### config.mk
export PLATFORM = sky130hd
export DESIGN_NAME = ackrt_front
export DESIGN_NICKNAME = d
export VERILOG_FILES = /design/src/rtl/ackrt_pkg.sv /design/src/rtl/ackrt_front.sv
export VERILOG_INCLUDE_DIRS = /design/src /design/src/rtl
export SDC_FILE = /design/constraint.sdc
export NUM_CORES = 1
export LEC_CHECK = 0
export BUFFER_PORTS_ARGS = -buffer_cell sky130_fd_sc_hd__buf_2
export CORE_MARGIN = 2
export CORE_UTILIZATION = 30
export CTS_CLUSTER_SIZE = 24
export DETAILED_ROUTE_END_ITERATION = 10
export PLACE_DENSITY = 0.53
export SYNTH_ARGS = -nofsm -noshare
export SYNTH_HDL_FRONTEND = slang
export SYNTH_SLANG_ARGS = --single-unit
### constraint.sdc
create_clock -name clk_i -period 30.5 [get_ports clk_i]
set_clock_uncertainty 0.15 [all_clocks]
set_input_delay 7.625 -clock clk_i [delete_from_list [all_inputs] [get_ports clk_i]]
set_output_delay 7.625 -clock clk_i [all_outputs]
set_load 0.01 [all_outputs]
### src/rtl/ack_range_tracker_assert.svh
// Assertion macros shared by the ack range tracker RTL.
`ifndef ACK_RANGE_TRACKER_ASSERT_SVH
`define ACK_RANGE_TRACKER_ASSERT_SVH
`ifndef NO_ASSERTIONS
`define ACKRT_ASSERT(name, prop) \
  name: assert property (@(posedge clk_i) disable iff (!rst_ni) prop) \
    else $error("ack_range_tracker: assertion failed");
`define ACKRT_ASSERT_NEXT(name, pre, post) \
  name: assert property (@(posedge clk_i) disable iff (!rst_ni) (pre) |=> (post)) \
    else $error("ack_range_tracker: sequence assertion failed");
`else
`define ACKRT_ASSERT(name, prop)
`define ACKRT_ASSERT_NEXT(name, pre, post)
`endif
`endif

### src/rtl/ackrt_pkg.sv
// Types, constants and codes of the ack range tracker.
package ackrt_pkg;

  localparam int MAX_RANGES = 32;
  localparam int MAX_OUT    = 32;
  localparam int PN_W       = 62;
  localparam int CNT_W      = $clog2(MAX_RANGES + 1);
  localparam int ROT_W      = $clog2(MAX_RANGES);
  localparam int FIFO_DEPTH = 2;
  localparam int PTR_W      = $clog2(FIFO_DEPTH);
  localparam int FILL_W     = $clog2(FIFO_DEPTH + 1);

  typedef enum logic [1:0] {
    ACT_RECEIVE, ACT_BUILD_ACK, ACT_TRIM, ACT_CLEAR
  } action_e;

  typedef enum logic [1:0] {
    KIND_STATUS, KIND_HEADER, KIND_RANGE, KIND_DONE
  } kind_e;

  typedef enum logic [2:0] {
    ST_DUPLICATE, ST_EXT_DOWN, ST_MERGED, ST_EXT_UP, ST_INSERTED, ST_INS_DROP
  } status_e;

  typedef enum logic [2:0] {
    CMD_NOP, CMD_COMPARE, CMD_RECEIVE, CMD_TRIM, CMD_CLEAR, CMD_ROTATE
  } cmd_e;

  typedef struct packed {
    logic [1:0]      action;
    logic [PN_W-1:0] packet_number;
    logic            elicits_ack;
    logic [PN_W-1:0] delay_us;
  } in_t;

  typedef struct packed {
    logic [1:0]      item_kind;
    logic [2:0]      status;
    logic [PN_W-1:0] top_acked;
    logic [PN_W-1:0] delay_out;
    logic [PN_W-1:0] head_span;
    logic [PN_W-1:0] gap;
    logic [PN_W-1:0] range_length;
    logic            empty_res;
    logic            ack_pending;
    logic            last;
  } out_t;

  // classified transaction as queued between front and back
  typedef struct packed {
    action_e         act;
    logic [PN_W-1:0] pn;
    logic [PN_W:0]   pn_inc;
    logic [PN_W-1:0] pn_dec;
    logic            pn_nz;
    logic            elic;
    logic [PN_W-1:0] delay;
  } work_t;

  typedef struct packed {
    cmd_e            cmd;
    logic [PN_W-1:0] pn;
    logic [PN_W:0]   pn_inc;
    logic [PN_W-1:0] pn_dec;
    logic            pn_nz;
  } store_cmd_t;

  typedef struct packed {
    logic [CNT_W-1:0] cnt;
    status_e          status;
    logic [PN_W-1:0]  head_hi;
    logic [PN_W-1:0]  head_lo;
    logic [PN_W-1:0]  next_hi;
    logic [PN_W-1:0]  next_lo;
  } store_stat_t;

endpackage

### src/rtl/ackrt_front.sv
// Front end: accepts input transactions, classifies them and queues them.
`include "ack_range_tracker_assert.svh"
module ackrt_front (
  input  logic           clk_i,
  input  logic           rst_ni,
  input  logic           in_valid_i,
  output logic           in_stall_o,
  input  ackrt_pkg::in_t in_data_i,
  output logic           q_valid_o,
  output ackrt_pkg::work_t q_item_o,
  input  logic           q_pop_i
);
  import ackrt_pkg::*;

  work_t             mem_q [FIFO_DEPTH];
  work_t             cls;
  logic [PTR_W-1:0]  wr_ptr_q, rd_ptr_q;
  logic [FILL_W-1:0] fill_q;
  logic              push, pop;

  always_comb begin
    cls.act    = action_e'(in_data_i.action);
    cls.pn     = in_data_i.packet_number;
    cls.pn_inc = {1'b0, in_data_i.packet_number} + {{PN_W{1'b0}}, 1'b1};
    cls.pn_dec = in_data_i.packet_number - {{(PN_W-1){1'b0}}, 1'b1};
    cls.pn_nz  = |in_data_i.packet_number;
    cls.elic   = in_data_i.elicits_ack;
    cls.delay  = in_data_i.delay_us;
  end

  assign in_stall_o = (fill_q == FILL_W'(FIFO_DEPTH));
  assign push       = in_valid_i && !in_stall_o;
  assign q_valid_o  = (fill_q != '0);
  assign pop        = q_pop_i && q_valid_o;
  assign q_item_o   = mem_q[rd_ptr_q];

  always_ff @(posedge clk_i) begin
    if (push) begin
      mem_q[wr_ptr_q] <= cls;
    end
  end

  always_ff @(posedge clk_i or negedge rst_ni) begin
    if (!rst_ni) begin
      wr_ptr_q <= '0;
      rd_ptr_q <= '0;
      fill_q   <= '0;
    end else begin
      if (push) wr_ptr_q <= wr_ptr_q + PTR_W'(1);
      if (pop)  rd_ptr_q <= rd_ptr_q + PTR_W'(1);
      case ({push, pop})
        2'b10:   fill_q <= fill_q + FILL_W'(1);
        2'b01:   fill_q <= fill_q - FILL_W'(1);
        default: fill_q <= fill_q;
      endcase
    end
  end

  `ACKRT_ASSERT(a_fill_bound, fill_q <= FILL_W'(FIFO_DEPTH))
  `ACKRT_ASSERT(a_stall_full, in_stall_o |-> q_valid_o)
  `ACKRT_ASSERT_NEXT(a_push_seen, push, q_valid_o)

endmodule

==> flow_metrics.py <==
metrics = {
    "timing": {
        "finalSetupViolCount": 0,
        "relSlewSlack_pct": 29.5,
        "setup_tns_ns": 0,
        "fin_crit_sh_pct": 36.3,
        "timing.final.crit_period_ns": 11.08,
        "top_achievable_clock_speed_ghz": 0.0903,
        "hold_viol": 0,
        "tightest_slew_ns": 1.06,
        "grt_setup_unrepaired": "no",
        "report.final.slew_viol_count": 0,
    },
    "grt": {
        "overflow": 0,
        "antenna_found_initial": 3,
        "global_route.usage.total_pct": 14.5,
        "grt_start_max_net_pins": 71,
        "first_global_vias": 12000,
        "first_pass_grt_wire_length_um": 77600,
    },
    "cts": {
        "post_cts_setup_bufs": 0,
        "numClockSinks": 508,
        "clock_tree.root_cell": "sky130_fd_sc_hd__clkbuf_16",
        "cts_repair_resize_count": 0,
        "htree_num_levels": 2,
        "numCtsBuffers": 57,
        "clk-insertion-delay-late_ns": 0.63,
        "postCtsHoldBufs": 0,
        "tritoncts": "yes",
        "clk_pin_slew_worst_paths_ns": 0.06,
        "cts_max_path_buffers": 3,
    },
    "finish": {
        "layout-drive-gt1-share_pct": 47.0,
        "design.final.nets": 1729,
        "fillCellCount": 6522,
        "synthToLayoutAreaGrowth_pct": 23.5,
        "antenna-diode-count": 0,
        "finish.cell_count_without_fillers": 2575,
    },
    "power": {
        "power.leakage_nw": 9.08,
        "pwr_total_mw": 2.38,
        "max-vdd-ir-drop_mv": 0.0521,
        "switching_power_mw": 0.736,
        "cellInternalPower_mw": 1.65,
        "clock_power_share_pct": 29.7,
        "power_density_nw_per_um2": 92.4,
        "switching_share_pct": 30.9,
        "p_comb_share_pct": 28.3,
        "pwr-share-seq_pct": 42.1,
    },
    "yosys": {
        "synth_enable_flop_cells": 504,
        "post_synth_and_or_nand_nor_area_fraction_pct": 6.54,
        "synthMostInstantiatedCell": "sky130_fd_sc_hd__edfxtp_1",
        "synth_adder_area_share_pct": 0.180,
        "synth-xor-area-share_pct": 5.15,
        "synthTopCellsByCount": "sky130_fd_sc_hd__edfxtp_1, sky130_fd_sc_hd__mux2_2, sky130_fd_sc_hd__xor2_1",
        "main_combinational_cell_family_by_area_after_synthesis": "multiplexers",
        "post_syn_area_per_cell_um2": 17.4,
        "yosys_register_bits": 508,
        "yosysSeqAreaShare_pct": 72.9,
        "netlist_area_um2": 20900,
        "netlist.top_cell.by_area": "sky130_fd_sc_hd__edfxtp_1",
        "ys_types": 46,
        "synth.mux.area_fraction_pct": 13.6,
        "netlist_instances": 1203,
        "compound_gate_portion_of_the_synthesized_area_pct": 0.144,
        "postSynth.asyncResetShare_pct": 0.787,
        "synth_largest_type_area_fraction_pct": 72.5,
        "ys_warn_count": 0,
        "synthTopCellsByArea": "sky130_fd_sc_hd__edfxtp_1, sky130_fd_sc_hd__mux2_2, sky130_fd_sc_hd__xor2_1",
        "synth_flop_cell": "sky130_fd_sc_hd__edfxtp_1",
        "syn_nets": 1337,
    },
    "flow_run": {
        "max_cap_viol_count": 0,
    },
    "placed_design": {
        "dp_hpwl_um": 35800,
        "placedCellCount": 2467,
        "io_buffers": 385,
        "finalWeightedCongestion": 0.740,
    },
    "route": {
        "drt_pass1_iterations": 5,
        "remaining_drc_errors": 0,
        "drt-vias-per-instance": 4.53,
        "route.layer.met1.wl_um": 23000,
        "wl_per_cell_um": 20.9,
        "dr_wl_met2_um": 26100,
        "route.vias.total": 11700,
        "first_iter_violations": 792,
        "wl_met3_um": 3450,
        "top_layer_used": "met5",
        "antenna_violating_nets_post_route": 0,
        "wl_um": 53700,
    },
    "die": {
        "ios": 386,
        "core.rowCount": 96,
        "core-area_um2": 68700,
        "die-width_um": 268,
        "die_h_um": 268,
        "initial_utilization_pct": 30.4,
        "die_area_um2": 71700,
    },
    "critical_path": {
        "worst-path-max-fanout": 69,
        "timing.critical_path.to_type": "output pin",
        "worst_ep_required_time_ns": 22.73,
        "worst-setup-path-type": "reg2out",
        "worstPathArrival_ns": 3.30,
        "start_kind": "register",
    },
    "run_status": {
        "outcome": "complete, no violations",
    },
    "min_path": {
        "min_delay_path_class": "reg2reg",
    },
}
-- power by group through the flow --
stage                     sequential [mW]  clock, mW  combinational, mW
after floorplan                      1.05          0              0.416
after global placement               1.01          0              0.694
after detailed placement             1.02          0              0.691
after CTS                            1.01      0.729              0.695
after global routing                 1.02      0.757              0.727
final                                1.00      0.707              0.674
-- registers in the layout, indices dropped and copies added, names as in the netlist --
signal / count
wr_ptr_q: 1
fill_q: 2
mem_q: 504
rd_ptr_q: 1
-- kinds of logic after synthesis --
logic type               Yosys count
flip-flops                       508
multiplexers                     252
AND/OR/NAND/NOR                  239
XOR/XNOR                         121
buffers and inverters             76
AO/OA/AOI/OAI                      4
adder cells (fa/ha/maj)            3
-- metal layers --
layer / GRT usage, % / up-vias
li1: - / 5405
met5: 0 / -
met4: 4.09 / 4
met2: 24.3 / 309
met1: 18.5 / 5881
met3: 3.67 / 77
-- worst max-delay path: stages (launching register included) --
cell	delay, ns
sky130_fd_sc_hd__dfrtp_4	1.08
sky130_fd_sc_hd__buf_4	0.87
sky130_fd_sc_hd__mux2_2	0.42
sky130_fd_sc_hd__buf_2	0.16
-- cell type report --
| cell class | instances | area [um^2] | area share [%] |
|---|---|---|---|
| Clock buffer | 68 | 1490 | 5.77 |
| Clock inverter | 40 | 467 | 1.81 |
| Inverter | 10 | 37.5 | 0.146 |
| Multi-Input combinational cell | 619 | 5370 | 20.8 |
| Sequential cell | 508 | 15200 | 59.1 |
| Tap cell | 931 | 1160 | 4.52 |
| Timing Repair Buffer | 399 | 2030 | 7.88 |
-- layout by cell type (no fill, tap or decap), drive strengths merged --
cell,n
edfxtp,504
buf,399
mux2,252
clkbuf,68
xor2,61
xnor2,60
nor2,46
nand2,40
nand3,30
nand4,25
nor4,23
clkinv,23
nor3,22
inv,13
or4,13
or3,12
clkinvlp,7
bufinv,7
and3,7
and2,4
dfrtp,4
nand2b,3
and4,3
ha,3
or2,3
o41ai,2
nor3b,2
or4b,1
o21ai,1
and4b,1
nor4b,1
nand3b,1
nand4bb,1
o31ai,1
nor2b,1
-- path summary, 6_finish.rpt --
check	depth (start not counted)	start	slack, ns	to
max in group asynchronous	1	rst_ni	23.42	rd_ptr_q
setup reg to reg	4	fill_q[0]	27.61	mem_q[0][235]
setup / recovery	3	rd_ptr_q	19.42	q_item_o[172]
min in group asynchronous	1	rst_ni	6.64	rd_ptr_q
hold reg to reg	1	fill_q[1]	0.33	fill_q[1]
hold / removal	1	fill_q[1]	0.33	fill_q[1]
-- per-stage QoR --
step           instance area, um^2  util [%]  hold slack (ns)  setup WS [ns]
2_1_floorplan                20900         -            0.306          11.32
3_3_place_gp                 23800      34.7            0.323          19.67
3_5_place_dp                 23800      34.7            0.323          19.60
4_1_cts                      25800      37.5            0.335          19.32
5_1_grt                      25800      37.5            0.368          19.23
6_report                     25800      37.5            0.331          19.42
Note: power is estimated with default switching activity, not from simulation.
